### src/sv/gradient_optimizer_update_macros.svh
// Assertion macros for the gradient optimizer update block.
// Used by the top level; expects signals clk and arst_n in scope.
`ifndef GRADIENT_OPTIMIZER_UPDATE_MACROS_SVH
`define GRADIENT_OPTIMIZER_UPDATE_MACROS_SVH

// Same-cycle implication, checked out of reset.
`define GOU_ASSERT_IMP(lbl, ante, cons) \
	lbl: assert property (@(posedge clk) disable iff (!arst_n) (ante) |-> (cons)) \
		else $error("gradient optimizer check failed");

// Next-cycle implication, checked out of reset.
`define GOU_ASSERT_NXT(lbl, ante, cons) \
	lbl: assert property (@(posedge clk) disable iff (!arst_n) (ante) |=> (cons)) \
		else $error("gradient optimizer check failed");

`endif

### src/sv/gou_pkg.sv
// Package for the gradient optimizer update block: codes, widths, item types.
// No dependencies; used by every module of the block.
`default_nettype none

package gou_pkg;

	localparam logic signed [25:0] ONE_Q24 = 26'sd16777216;
	localparam logic [24:0] ONE_Q24_U = 25'd16777216;

	localparam int DIV_NUM_W = 56;
	localparam int DIV_DEN_W = 28;
	localparam int DIV_QUO_W = 32;
	localparam int SQRT_RAD_W = 56;

	localparam logic [1:0] MODE_RST = 2'd0;
	localparam logic [24:0] LR_RST = 25'd16777;
	localparam logic [24:0] B1_RST = 25'd15099494;
	localparam logic [24:0] B2_RST = 25'd16760439;
	localparam logic [24:0] B1P_RST = 25'd15099494;
	localparam logic [24:0] B2P_RST = 25'd16760439;
	localparam logic [24:0] L2_RST = 25'd0;
	localparam logic [30:0] GSCALE_RST = 31'd16777216;

	typedef enum logic [1:0] {
		MODE_ADAM,
		MODE_SGD,
		MODE_MOMENTUM,
		MODE_HOLD
	} mode_t;

	typedef enum logic [2:0] {
		REG_MODE,
		REG_LR,
		REG_B1,
		REG_B2,
		REG_B1P,
		REG_B2P,
		REG_L2,
		REG_GSCALE
	} reg_idx_t;

	typedef struct packed {
		logic               fwd;
		logic        [30:0] v;
		logic signed [31:0] m;
		logic signed [31:0] w;
	} item_t;

	typedef struct packed {
		logic               sz;
		logic               neg;
		logic signed [31:0] step;
		logic               fwd;
		logic        [30:0] v;
		logic signed [31:0] m;
		logic signed [31:0] w;
	} side_t;

	typedef struct packed {
		logic               zd;
		logic signed [31:0] fd;
		logic        [30:0] v;
		logic signed [31:0] m;
		logic signed [31:0] nw;
	} out_t;

endpackage

`default_nettype wire

### src/sv/gou_sqrt.sv
// Pipelined integer square root, one root bit per stage (floor of the root).
// Depends on gou_pkg for the default radicand width.
`default_nettype none

module gou_sqrt #(
	parameter int RAD_W = gou_pkg::SQRT_RAD_W
) (
	input  logic                 clk,
	input  logic                 en,
	input  logic [RAD_W-1:0]     rad,
	output logic [RAD_W/2-1:0]   root
);

	localparam int ROOT_W = RAD_W / 2;
	localparam int REM_W  = ROOT_W + 2;

	logic [RAD_W-1:0]  rad_s  [ROOT_W];
	logic [REM_W-1:0]  rem_s  [ROOT_W];
	logic [ROOT_W-1:0] root_s [ROOT_W];

	for (genvar k = 0; k < ROOT_W; k++) begin : g_step
		logic [RAD_W-1:0]  rad_p;
		logic [REM_W-1:0]  rem_p;
		logic [ROOT_W-1:0] root_p;
		logic [REM_W+1:0]  part;
		logic [REM_W+1:0]  trial;
		logic              ge;

		if (k == 0) begin : g_first
			assign rad_p  = rad;
			assign rem_p  = '0;
			assign root_p = '0;
		end else begin : g_next
			assign rad_p  = rad_s[k-1];
			assign rem_p  = rem_s[k-1];
			assign root_p = root_s[k-1];
		end

		// Bring down two radicand bits, try root*4+1.
		assign part  = {rem_p, rad_p[RAD_W-1 -: 2]};
		assign trial = (REM_W+2)'({root_p, 2'b01});
		assign ge    = part >= trial;

		always_ff @(posedge clk) begin
			if (en) begin
				rad_s[k]  <= {rad_p[RAD_W-3:0], 2'b00};
				rem_s[k]  <= ge ? REM_W'(part - trial) : REM_W'(part);
				root_s[k] <= {root_p[ROOT_W-2:0], ge};
			end
		end
	end

	assign root = root_s[ROOT_W-1];

endmodule

`default_nettype wire

### config.mk
export PLATFORM = sky130hd
export DESIGN_NAME = gou_sqrt
export DESIGN_NICKNAME = d
export VERILOG_FILES = /design/src/sv/gradient_optimizer_update_macros.svh /design/src/sv/gou_pkg.sv /design/src/sv/gou_sqrt.sv
export SDC_FILE = /design/constraint.sdc
export NUM_CORES = 2
export LEC_CHECK = 0
export BUFFER_PORTS_ARGS = -buffer_cell sky130_fd_sc_hd__buf_4
export CORE_ASPECT_RATIO = 1.1
export CORE_MARGIN = 4
export CORE_UTILIZATION = 45
export DETAILED_ROUTE_END_ITERATION = 12
export GPL_ROUTABILITY_DRIVEN = 0
export MAX_ROUTING_LAYER = met4
export PLACE_DENSITY = 0.66
export SLEW_MARGIN = 25
export SYNTH_ARGS = -nofsm -noshare
export SYNTH_HDL_FRONTEND = slang
export SYNTH_SLANG_ARGS = --single-unit
export TNS_END_PERCENT = 10
### constraint.sdc
create_clock -name clk -period 10.1 [get_ports clk]
set_input_delay 0.505 -clock clk [delete_from_list [all_inputs] [get_ports clk]]
set_output_delay 0.505 -clock clk [all_outputs]
set_load 0.1 [all_outputs]
==> key figures <==
Worst setup path
  • Worst setup EP type: flip-flop
  • Worst setup path category: reg2reg
  • Most frequent CP cell: or4_1
  • Worst R2R Path Depth: 9
  • Slowest CP cell: or4b_1
  • Crit path capture: rem_s[0][285]
  • Cell breakdown of the critical path: or4_1, or3_1, or4_1, or4_1, or4b_1, nand2_8, or3_1, nor3_1, xor2_1
  • Worst path depth: 9
  • Worst EP required: 10.67 ns
  • Worst path arrival time: 4.69 ns
  • Worst r2r dst: rem_s[0][285]
  • CP delay by family, top: simple AND/OR/NAND/NOR gates
  • Max incr delay on CP: 0.84 ns
  • Critical path origin: rem_s[0][258]
  • Crit path launch type: flip-flop
  • R2r setup slk: 5.98 ns
  • Crit-path max FO: 17
  • Worst path bufs/invs: 0
  • Reg-to-reg startpoint: rem_s[0][258]

Detailed routing
  • Drt wl/cell: 16.8 µm
  • Antenna Nets Post-Route: 0
  • Avg Vias per Cell: 5.39
  • DR iter-0 viols: 3,527
  • DRC: 0
  • Final wirelength: 168 mm
  • Drt first pass iters: 8
  • Via count: 54,013

Synthesis
  • Async SR Flop Fraction: 0
  • XOR/XNOR Fraction of Synth Area: 0.0621
  • EDFF count, synth: 1,930
  • Simple logic cell fraction of the synthesized area: 0.101
  • Synthesized area: 0.0900 mm²
  • YS warnings: 0
  • Top cells by area, synth: edfxtp_1 64%, ha_1 6.1%, xnor2_1 3.3%
  • Number of synthesized register bits: 1,930
  • Avg Cell Area, Syn: 12.8 µm²
  • Cell taking the most area after synthesis: edfxtp_1
  • Netlist cell types: 78
  • Compound-Gate Fraction of Synth Area: 0.0936
  • Sequential area share after synthesis: 0.644
  • Synthesized instance count: 7,015
  • Largest family of logic cells by synthesized area: simple AND/OR/NAND/NOR gates
  • Post-synth top area share: 0.644
  • Top_reg_cell synth: edfxtp_1
  • Post-synthesis mux area share: 0.00947
  • Post-Syn Nets: 7,509
  • Post-Synth Adder-Cell Area: 0.0606

GRT
  • First-pass GRT wire length: 272 mm
  • Number of global-route vias before repair: 53,261
  • Gr usage total: 0.165
  • Grt met3 use: 0.0264
  • Met1 usage: 0.197
  • Antenna violations before repair: 0
  • Largest net degree at the start of global routing: 187
  • GR Util met2: 0.276
  • Global route overflow: 0
  • Busiest grt layer: met2

Floorplan
  • Initial Util: 0.454
  • Die area: 0.207 mm²
  • I/O pin total: 86
  • Standard-cell rows: 171
  • Die width: 434 µm
  • Core area: 0.198 mm²
  • Die Height: 477 µm

Layout
  • Layout cells sized above 1: 0.0688
  • Area added between synthesis and finish: 11.8%
  • # diodes: 0
  • Final Non-Filler Cells: 10,013
  • Reg area: 0.0580 mm²
  • Nets: 7,750
  • Fillcell total: 16,656
  • Area of the multi-input gates: 0.0295 mm²

STA
  • Fmax achieved: 243 MHz
  • Setup violators final: 0
  • Worst-Margin Slew: 1.07 ns
  • Max-slew headroom: 0.290
  • Final Max Slew Viols: 0
  • Period utilization: 0.408
  • Unrepaired setup endpoints after global routing: false
  • Final Critical Period: 4.12 ns
  • Skew final: 0.0624 ns
  • Final hold vios: 0
  • Final TNS setup: 0 ns
  • Final hold slack: 0.165 ns

Clock tree
  • Setup Fix Bufs, Post-CTS: 0
  • Clk buf depth: 3
  • Num CTS Buffers: 195
  • Post-CTS sizing: 0
  • CTS tree: done
  • Worst skew pair latency: 0.85 ns
  • CTS Root Cell: clkbuf_16
  • Clock slew at reported path FFs: 0.06 ns
  • CTS sink count: 1,930
  • CTS H-tree depth: 4

Placement
  • IO buf count: 85
  • DP Wirelength: 118 mm
  • Inst Count DP: 9,597

Power and ir drop
  • Total Power: 21,900 µW
  • Pwr Density: 217 mW/mm²
  • Peak supply drop: 0.000149 V
  • P_leak: 0.0381 µW

Run status
  • Status: complete, no violations

Job
  • Max Cap Viol: 0

Worst hold path
  • Worst min-delay path class: in2reg
placed cells by master (no fill, tap or decap), types with 12 or more instances in the layout:
cell           synthesis  routed
edfxtp_1            1930    1930
inv_1                552     551
nand2_1              512     512
nor2_1               449     448
ha_1                 436     436
o21ai_0              421     418
a21oi_1              412     411
xnor2_1              343     343
xor2_1               295     295
clkbuf_16              0     198
nor3_1               162     161
a21o_1               158     158
nand3_1              129     128
buf_4                  0     113
nor4_1                94      94
or3_1                 78      78
nand4_1               77      77
nand2b_1              78      77
o21a_1                75      75
nor2b_1               72      72
mux2_2                65      65
dlygate4sd3_1          0      57
clkinv_1               1      48
or4_1                 43      42
clkbuf_1             116      42
and3_1                40      39
o31ai_1               37      37
a31oi_1               38      37
clkinv_2               0      35
o21bai_1              32      32
a211oi_1              29      28
and2_1                26      26
a21boi_0              25      25
or2_2                 25      25
nand3b_1              24      24
o211ai_1              18      18
bufinv_16              0      15
a2111oi_0             14      14
o41ai_1               13      13
mux2i_1               12      12
metal layers:
layer	vias to the layer above	wire length (µm)
met3	475	7220
met4	0	7990
li1	26353	-
met5	-	0
met1	25790	70100
met2	1395	83200
worst reg2reg max path: stages (launching register included):
cell	delay, ns
edfxtp_1	0.42
or4_1	0.58
or3_1	0.39
or4_1	0.48
or4_1	0.55
or4b_1	0.84
nand2_8	0.22
or3_1	0.17
nor3_1	0.07
xor2_1	0.15
registers in the layout, indices dropped and copies added (netlist names):
| register | count |
|---|---|
| root_s | 406 |
| rad_s | 756 |
| rem_s | 768 |
per-stage QoR:
| stage | utilization | setup slack [ns] | cell area, µm² |
|---|---|---|---|
| final | 0.508 | 5.98 | 101000 |
| after global placement | 0.473 | 6.01 | 93800 |
| after detailed placement | 0.473 | 6.01 | 93800 |
| after global routing | 0.508 | 5.71 | 101000 |
| after floorplan | - | 6.49 | 90000 |
| after CTS | 0.508 | 6.00 | 101000 |
cell usage after synthesis (all sizes together) (8+ instances only):
library cell  instances
a311oi                8
a221oi                9
nor2b                72
or3                  79
or2                  26
nand2b               78
a21oi               412
a21o                158
o21ai               422
or4                  43
nor2                449
o21bai               32
nand2               513
a31o                 10
and3                 40
mux2                 65
inv                 552
nor4                 94
nor3                162
ha                  436
a211o                 9
buf                  18
clkbuf              116
xnor2               343
a211oi               29
nand3               129
a41o                  9
nor4b                10
nor3b                10
o2111ai              11
nand4                77
o211ai               18
a21boi               26
nand3b               24
nand4b               10
and4                 10
and2                 26
a2111oi              14
edfxtp             1930
a31oi                38
o31ai                37
xor2                295
mux2i                12
o41ai                13
o21a                 75
where the power goes:
part | internal, µW | switching (µW) | total (µW)
sequential | 10100 | 627 | 10700
combinational | 1750 | 2410 | 4160
clock | 4000 | 3000 | 7000
total | 15800 | 6040 | 21900
repair_timing:
| action | 4_1_cts | 5_1_grt |
|---|---|---|
| endpoints found under the hold margin | 57 | 0 |
| hold buffers | 57 | 0 |
| setup endpoints to repair | 0 | 0 |
area by class of cell:
cell class / count / area share
sequential: 1930 / 0.576
multi-input combinational: 4398 / 0.293
clock buffer: 240 / 0.0508
tap: 2595 / 0.0323
inverter: 553 / 0.0206
timing repair buffer: 178 / 0.0157
clock inverter: 119 / 0.0117
logic make-up (layout without fill, tap and decap cells):
| logic type | after synthesis | in the layout |
|---|---|---|
| AOI/OAI and AO/OA | 1381 | 1381 |
| xor gates and xnor gates | 638 | 638 |
| adders and majority gates | 436 | 436 |
| buffers and inverters | 687 | 1090 |
| DFF | 1930 | 1930 |
| muxes | 77 | 77 |
| other | 1 | 1 |
| and+or+nand+nor | 1865 | 1865 |
how the worst min path moves through the flow:
stage / endpoint / start / cells past startpoint
after global placement: rad_s[0][102] / rad_s[0][46] / 0
after global routing: rad_s[0][18] / en / 1
final: rad_s[0][18] / en / 1
after detailed placement: rad_s[0][100] / rad_s[0][44] / 0
after CTS: rad_s[0][18] / en / 1
after floorplan: rad_s[0][100] / rad_s[0][44] / 0
No activity file was read; power rests on OpenSTA's default activity.
